File: config.mk
export PLATFORM = sky130hd
export DESIGN_NAME = fifo_with_keyed_removal
export DESIGN_NICKNAME = d
export VERILOG_FILES = /design/src/fkr_pkg.sv /design/src/fkr_cell.sv /design/src/fifo_with_keyed_removal.sv
export SDC_FILE = /design/constraint.sdc
export NUM_CORES = 2
export LEC_CHECK = 0
export ABC_AREA = 1
export BUFFER_PORTS_ARGS = -buffer_cell sky130_fd_sc_hd__buf_2
export CAP_MARGIN = 10
export CORE_MARGIN = 2
export CORE_UTILIZATION = 40
export CTS_CLUSTER_DIAMETER = 40
export DETAILED_ROUTE_END_ITERATION = 10
export REMOVE_ABC_BUFFERS = 1
export SYNTH_ARGS = -nofsm -noshare
export SYNTH_HDL_FRONTEND = slang
export SYNTH_SLANG_ARGS = --single-unit
File: constraint.sdc
create_clock -name clk -period 10.8 [get_ports clk]
set_input_delay 0.54 -clock clk [delete_from_list [all_inputs] [get_ports clk]]
set_output_delay 0.54 -clock clk [all_outputs]
set_load 0.03 [all_outputs]
File: src/fkr_pkg.sv
// Shared types and constants for the keyed-removal queue.
`timescale 1ns / 1ps

package fkr_pkg;

	// Operation codes carried on the op port
	typedef enum logic [1:0] {
		OP_ENQ  = 2'd0,
		OP_DEQ  = 2'd1,
		OP_DROP = 2'd2
	} op_t;

	// Width of the reported fill count; the count is masked to it
	localparam int FILL_W = 5;

	// Per-cell control for one accepted item
	typedef struct packed {
		logic deq;       // shift the whole row towards the head
		logic drop;      // compare keys and close the gap after the first hit
		logic load;      // this cell is the tail slot of an enqueue
		logic occupied;  // this cell holds a live entry
	} cell_ctrl_t;

endpackage

File: src/fkr_cell.sv
// One storage cell of the queue row: key, payload, compare and shift.
`timescale 1ns / 1ps

module fkr_cell #(
	parameter int KEY_W = 48,
	parameter int PAY_W = 64
) (
	input  logic               clk,
	input  fkr_pkg::cell_ctrl_t ctrl,
	input  logic [KEY_W-1:0]   key_in,
	input  logic [PAY_W-1:0]   pay_in,
	input  logic [KEY_W-1:0]   nb_key,
	input  logic [PAY_W-1:0]   nb_pay,
	input  logic               found_in,
	output logic               found_out,
	output logic [KEY_W-1:0]   key_cur,
	output logic [PAY_W-1:0]   pay_cur,
	output logic [KEY_W-1:0]   key_nxt,
	output logic [PAY_W-1:0]   pay_nxt
);
	import fkr_pkg::*;

	logic [KEY_W-1:0] key_q;
	logic [PAY_W-1:0] pay_q;
	logic             hit;
	logic             shift;

	// Compare the stored key and extend the first-match chain
	assign hit       = ctrl.drop & ctrl.occupied & (key_q == key_in);
	assign found_out = found_in | hit;

	// Take the neighbour's entry when removing here or closer to the head
	assign shift = ctrl.deq | (ctrl.drop & found_out);

	always_comb begin
		if (ctrl.load) begin
			key_nxt = key_in;
			pay_nxt = pay_in;
		end else if (shift) begin
			key_nxt = nb_key;
			pay_nxt = nb_pay;
		end else begin
			key_nxt = key_q;
			pay_nxt = pay_q;
		end
	end

	// Hold the entry
	always_ff @(posedge clk) begin
		key_q <= key_nxt;
		pay_q <= pay_nxt;
	end

	assign key_cur = key_q;
	assign pay_cur = pay_q;

endmodule

File: src/fifo_with_keyed_removal.sv
// Top level of the ordered queue with enqueue, dequeue and drop by key.
`timescale 1ns / 1ps

// Ordered queue of up to QUEUE_DEPTH entries held in a row of cells. Each
// command is taken when it is given: busy stays low, so a new command may be
// given on every clock. Enqueue writes the tail cell, dequeue shifts the whole
// row one place towards the head, and drop compares every cell's key at once
// and shifts every cell from the first match onwards. The result appears on
// the cycle after the command, marked by done for exactly one cycle, and
// must be taken then: there is no way to hold it. The first-match search is
// a ripple through the cells, so its path grows with QUEUE_DEPTH.
module fifo_with_keyed_removal #(
	parameter int QUEUE_DEPTH  = 16,
	parameter int KEY_CHARS    = 6,
	parameter int PAYLOAD_BITS = 64
) (
	input  logic                    clk,
	input  logic                    arst_n,
	input  logic                    start,
	output logic                    busy,
	input  logic [1:0]              op,
	input  logic [KEY_CHARS*8-1:0]  key_text,
	input  logic [PAYLOAD_BITS-1:0] payload_tag,
	output logic                    done,
	output logic                    ok,
	output logic                    head_valid,
	output logic [KEY_CHARS*8-1:0]  head_key,
	output logic [PAYLOAD_BITS-1:0] head_payload,
	output logic [fkr_pkg::FILL_W-1:0] fill_count
);
	import fkr_pkg::*;

	localparam int KEY_W = KEY_CHARS * 8;
	localparam int CNT_W = $clog2(QUEUE_DEPTH + 1);

	logic [CNT_W-1:0] count_q;
	logic [CNT_W-1:0] count_d;
	logic             accept;
	logic             is_enq;
	logic             is_deq;
	logic             is_drop;
	logic             enq_ok;
	logic             deq_ok;
	logic             drop_ok;
	logic             op_ok;

	logic [KEY_W-1:0]        key_cur [QUEUE_DEPTH];
	logic [PAYLOAD_BITS-1:0] pay_cur [QUEUE_DEPTH];
	logic [KEY_W-1:0]        key_nxt [QUEUE_DEPTH];
	logic [PAYLOAD_BITS-1:0] pay_nxt [QUEUE_DEPTH];
	logic [QUEUE_DEPTH:0]    found;
	cell_ctrl_t              ctrl    [QUEUE_DEPTH];

	logic                    done_q;
	logic                    ok_q;
	logic                    head_valid_q;
	logic [KEY_W-1:0]        head_key_q;
	logic [PAYLOAD_BITS-1:0] head_payload_q;
	logic [FILL_W-1:0]       fill_count_q;

	assign busy   = 1'b0;
	assign accept = start & ~busy;

	// Decode the command
	always_comb begin
		is_enq  = 1'b0;
		is_deq  = 1'b0;
		is_drop = 1'b0;
		case (op_t'(op))
			OP_ENQ:  is_enq  = accept;
			OP_DEQ:  is_deq  = accept;
			OP_DROP: is_drop = accept;
			default: ;
		endcase
	end

	assign enq_ok  = is_enq & (count_q < CNT_W'(QUEUE_DEPTH));
	assign deq_ok  = is_deq & (count_q != '0);
	assign drop_ok = found[QUEUE_DEPTH];
	assign op_ok   = enq_ok | deq_ok | drop_ok;

	// Row of cells, each fed by its neighbour towards the tail; the last cell feeds itself
	assign found[0] = 1'b0;
	for (genvar i = 0; i < QUEUE_DEPTH; i++) begin : g_cell
		assign ctrl[i].deq      = deq_ok;
		assign ctrl[i].drop     = is_drop;
		assign ctrl[i].load     = enq_ok & (count_q == CNT_W'(i));
		assign ctrl[i].occupied = (CNT_W'(i) < count_q);

		if (i == QUEUE_DEPTH - 1) begin : g_last
			fkr_cell #(.KEY_W(KEY_W), .PAY_W(PAYLOAD_BITS)) u_cell (
				.clk      (clk),
				.ctrl     (ctrl[i]),
				.key_in   (key_text),
				.pay_in   (payload_tag),
				.nb_key   (key_cur[i]),
				.nb_pay   (pay_cur[i]),
				.found_in (found[i]),
				.found_out(found[i+1]),
				.key_cur  (key_cur[i]),
				.pay_cur  (pay_cur[i]),
				.key_nxt  (key_nxt[i]),
				.pay_nxt  (pay_nxt[i])
			);
		end else begin : g_mid
			fkr_cell #(.KEY_W(KEY_W), .PAY_W(PAYLOAD_BITS)) u_cell (
				.clk      (clk),
				.ctrl     (ctrl[i]),
				.key_in   (key_text),
				.pay_in   (payload_tag),
				.nb_key   (key_cur[i+1]),
				.nb_pay   (pay_cur[i+1]),
				.found_in (found[i]),
				.found_out(found[i+1]),
				.key_cur  (key_cur[i]),
				.pay_cur  (pay_cur[i]),
				.key_nxt  (key_nxt[i]),
				.pay_nxt  (pay_nxt[i])
			);
		end
	end

	// Advance the entry count
	always_comb begin
		count_d = count_q;
		if (enq_ok) begin
			count_d = count_q + CNT_W'(1);
		end else if (deq_ok | drop_ok) begin
			count_d = count_q - CNT_W'(1);
		end
	end

	always_ff @(posedge clk or negedge arst_n) begin
		if (!arst_n) begin
			count_q <= '0;
			done_q  <= 1'b0;
		end else begin
			count_q <= count_d;
			done_q  <= accept;
		end
	end

	// Capture the result of the accepted item
	always_ff @(posedge clk) begin
		if (accept) begin
			ok_q           <= op_ok;
			head_valid_q   <= (count_d != '0);
			head_key_q     <= (count_d != '0) ? key_nxt[0] : '0;
			head_payload_q <= (count_d != '0) ? pay_nxt[0] : '0;
			fill_count_q   <= FILL_W'(count_d);
		end
	end

	assign done         = done_q;
	assign ok           = ok_q;
	assign head_valid   = head_valid_q;
	assign head_key     = head_key_q;
	assign head_payload = head_payload_q;
	assign fill_count   = fill_count_q;

	// Checks
	a_done_follows: assert property (@(posedge clk) disable iff (!arst_n)
		accept |=> done)
		else $error("result strobe missing after accepted item");

	a_count_bound: assert property (@(posedge clk) disable iff (!arst_n)
		count_q <= CNT_W'(QUEUE_DEPTH))
		else $error("entry count beyond queue depth");

	a_head_valid: assert property (@(posedge clk) disable iff (!arst_n)
		done |-> (head_valid == (count_q != '0)))
		else $error("head valid disagrees with entry count");

	a_empty_head: assert property (@(posedge clk) disable iff (!arst_n)
		(done && !head_valid) |-> (head_key == '0 && head_payload == '0))
		else $error("head fields not cleared on empty queue");

	a_idle_count: assert property (@(posedge clk) disable iff (!arst_n)
		!accept |=> $stable(count_q))
		else $error("entry count moved without an item");

endmodule

==> run summary <==
In the synthesized netlist the async set-or-reset flop fraction comes to 0.00313. The run finished, with violations left. Counting cells, the worst reg-to-reg path comes to 14. The die width is 471 um. The vias after detailed routing is 65,400.

The relative area change from synthesis to final layout is 18.1%. TritonCTS built the clock tree. The clock passes through at most 4 buffers. In this run the most used layer during global routing was met2. The most common cell after layout, fill and taps aside is nand2_1. The arrival time at the worst endpoint is 6700 ps. The worst path required time is 11,410 ps.

In this run the critical register-to-register path is launched from g_cell[13].g_mid.u_cell.key_cur[23]. The distinct cell type count of the synthesized netlist is 52. The transition time of the tightest slew-check pin is 1540 ps. After detailed placement, the total cell area comes to 0.0906 mm^2. The source of the critical timing path is g_cell[13].g_mid.u_cell.key_cur[23]. The post-placement worst setup slack is 4420 ps.

The number of nets in the final layout came out at 8,509. The core area is 0.217 mm^2. Setup repair after global routing left no endpoint under its margin. The total die area is 0.222 mm^2. At the end of routability-driven placement, the weighted congestion stood at 1.01. The top cell types in the final layout, fill and taps aside, are 1,978 x nand2_1, 1,799 x edfxtp_1, 1,524 x o21ai_0. In the global route stage, overall resource usage came out at 0.340. The clock-pin slew reported for the worst setup and hold paths after clock tree synthesis came out at 50 ps.

The final worst slack came out at 4720 ps. Ranked by total cell area, the synthesized netlist is headed by edfxtp_1 62%, o21ai_0 8.7%, nand2_1 8.5%, dfxtp_1 2.6%, xor2_1 2.6%. The largest voltage drop on the vdd net is 0.189 mV. Hold timing on the final database bottoms out at a slack of 67.0 ps.

The fraction of the mapped netlist area in compound gates came out at 0.127. The simple logic cell fraction of the synthesized area is 0.124. The number of failing hold endpoints at the final stage is 0. The routed length per placed instance came out at 33.3 um. The clock period minus final worst setup slack is 6080 ps. Post-CTS repair changed the size of 0 cells. Along the worst path, the maximum fanout reaches 50. For this configuration, the core starts out at a cell density of 0.402. After synthesis, the largest family of logic cells by area is compound AO/OA/AOI/OAI gates. The clock buffer count from CTS came out at 356.

The routed via count divided by cell count is 5.67. The total of warnings raised by yosys is 0. The critical path in this run is classified as flop to flop.

The worst hold path begins at start. Measured on the finished design, the core utilization comes to 0.475. The total DRC errors in the routed layout is 0. The total of flip-flops plus latches after synthesis is 1,917. Wires add up to 385,000 um. The standby leakage power came out at 39.8 nW.

The checks that failed: slew limit. The most critical setup path has its endpoint at head_payload[4]. The count of port buffers added during placement is 236. The clock latency on the worst-skew pair came out at 960 ps.

The area share of the largest cell type after synthesis came out at 0.618. The overall overflow remaining after global route came out at 0. The global routing usage on met3 is 0.0562. The first-pass iteration count of the detailed router is 6. The capturing element type of the critical path is a flop. The placed wire-length estimate is 259,000 um. The initial antenna violation count is 25. The largest net degree at the start of global routing came out at 171. The clock drives 1,917 sinks. The share of synthesized area spent on multiplexers is 0. The via count of the first global-routing pass is 60,700. Of the available clock period, the critical path in the final layout requires 0.563. The first routing iteration left 8,402 violations.

The worst setup path is launched from a flop. The met1 global-route usage came out at 0.459. The I/O pin total is 238. Measured against its own limit, the worst slew margin works out to -0.0245. The fraction of met2 tracks used by global routing came out at 0.524. The setup violation total in the final timing report came out at 0.

The number of core rows came out at 171. The min-delay analysis places its worst path in the category primary input to flop. The fraction of layout instances using a drive strength above 1 came out at 0.139. The XOR/XNOR share of the synthesized area is 0.0495. The portion of the post-synthesis area used by sequential elements is 0.646. The cell area power density came out at 233 mW/mm^2. The vertical die dimension is 471 um. Of the total synthesized cell area, the portion taken by full adders, half adders and majority gates is 0.000716. In this run the remaining antenna-violating nets after routing total 0. The count of max-cap constraint violations is 0. The H-tree depth is 5. The number of filler cells placed in the layout is 20,000. Synthesis produced a netlist whose cell count is 8,235. The synthesized design spends more area on one cell type than any other, namely edfxtp_1. The root buffer cell chosen for the clock tree is clkbuf_16. The area of all placed cells without fillers came out at 0.103 mm^2.

For the final routed database, the setup TNS stands at 0 ps. The number of flops mapped to enable cells by yosys came out at 1,799. The global-route wire length before repair came out at 520,000 um.

The worst-case clock skew came out at 85.3 ps. The dominant register cell in the synthesized netlist is edfxtp_1. The cell area that synthesis handed to floorplanning was 0.0874 mm^2. The number of max-slew violations in the final report came out at 36. In this run the register-to-register setup slack is 4720 ps.

The endpoint identified for the worst register-to-register timing path is head_payload[4]. Averaged over all synthesized cells, the footprint is 10.6 um^2. The highest achievable clock rate is 0.164 GHz.
-- cells by family after synthesis --
group                    after synthesis
XOR/XNOR                             494
flip-flops                          1917
AO/OA/AOI/OAI                       2059
buffers and inverters               1060
adder cells (fa/ha/maj)                5
AND/OR/NAND/NOR                     2699
other                                  1
-- through the flow --
stage	std cells	power [W]
after floorplan	7582	0.0113
after global routing	11500	0.0247
after global placement	10800	0.0129
final	11500	0.0240
after detailed placement	10800	0.0129
after CTS	11500	0.0241
-- cell usage after synthesis, drive strengths merged (21+ instances only) --
master and count:
nand2 1990, edfxtp 1799, o21ai 1534, clkbuf 483, nor2 412, inv 402, a21oi 321, xor2 255
xnor2 239, buf 170, o211ai 114, dfxtp 112, or2 75, nand4 74, nor4 62, o22ai 57
nand3 48, nor3 21
-- report_power, final --
part | switching (W) | internal, W
clock network | 0.00394 | 0.00722
logic | 0.00255 | 0.000831
registers | 0.000424 | 0.00903
-- area by class of cell --
type / count / area, um^2 / share of cell area
diodes: 26 / 65.1 / 0.000631
clock buffers: 415 / 9330 / 0.0904
clock inverters: 221 / 2540 / 0.0246
inverters: 407 / 1550 / 0.0150
multi-input cells: 5258 / 26700 / 0.258
flip-flops and latches: 1917 / 56400 / 0.547
well taps: 2854 / 3570 / 0.0346
repair buffers: 447 / 3050 / 0.0296
-- worst min path at each step --
stage	endpoint	cells after the start
CTS	count_q[1]	2
global placement	done	1
detailed placement	done	1
finish	head_key[1]	1
global route	head_key[1]	1
floorplan	count_q[0]	0
-- repair_timing --
| item | CTS | global route |
|---|---|---|
| hold endpoints to repair | 70 | 0 |
| hold buffers | 66 | 0 |
| buffers inserted | 0 | 0 |
-- per-layer routing --
metal  routed length, um  up-vias  share of wire
met3               31100      661          0.081
met1              156000    32500           0.41
li1                    -    28900              -
met2              172000     3413           0.45
met4               25200       14          0.066
met5                  96        -        0.00025
-- sequential cells by signal (all words and copies together) (netlist names) --
register	count
count_q	5
done	1
fill_count	5
g_cell.g_last.u_cell.key_cur	48
g_cell.g_last.u_cell.pay_cur	64
g_cell.g_mid.u_cell.key_cur	720
g_cell.g_mid.u_cell.pay_cur	960
head_key	48
head_payload	64
head_valid	1
ok	1
-- critical path, cell delays in order, from the launching register on --
cell,delay [ps]
edfxtp_1,400
xnor2_1,730
nand4_1,380
nor4_1,830
nand3_1,150
nor3_1,810
inv_1,180
nand4_2,230
nand2_1,70
nand3_1,100
nand3_1,140
nor2_4,180
buf_4,370
buf_4,820
a21oi_1,140
Power figures use the tool's default switching activity.
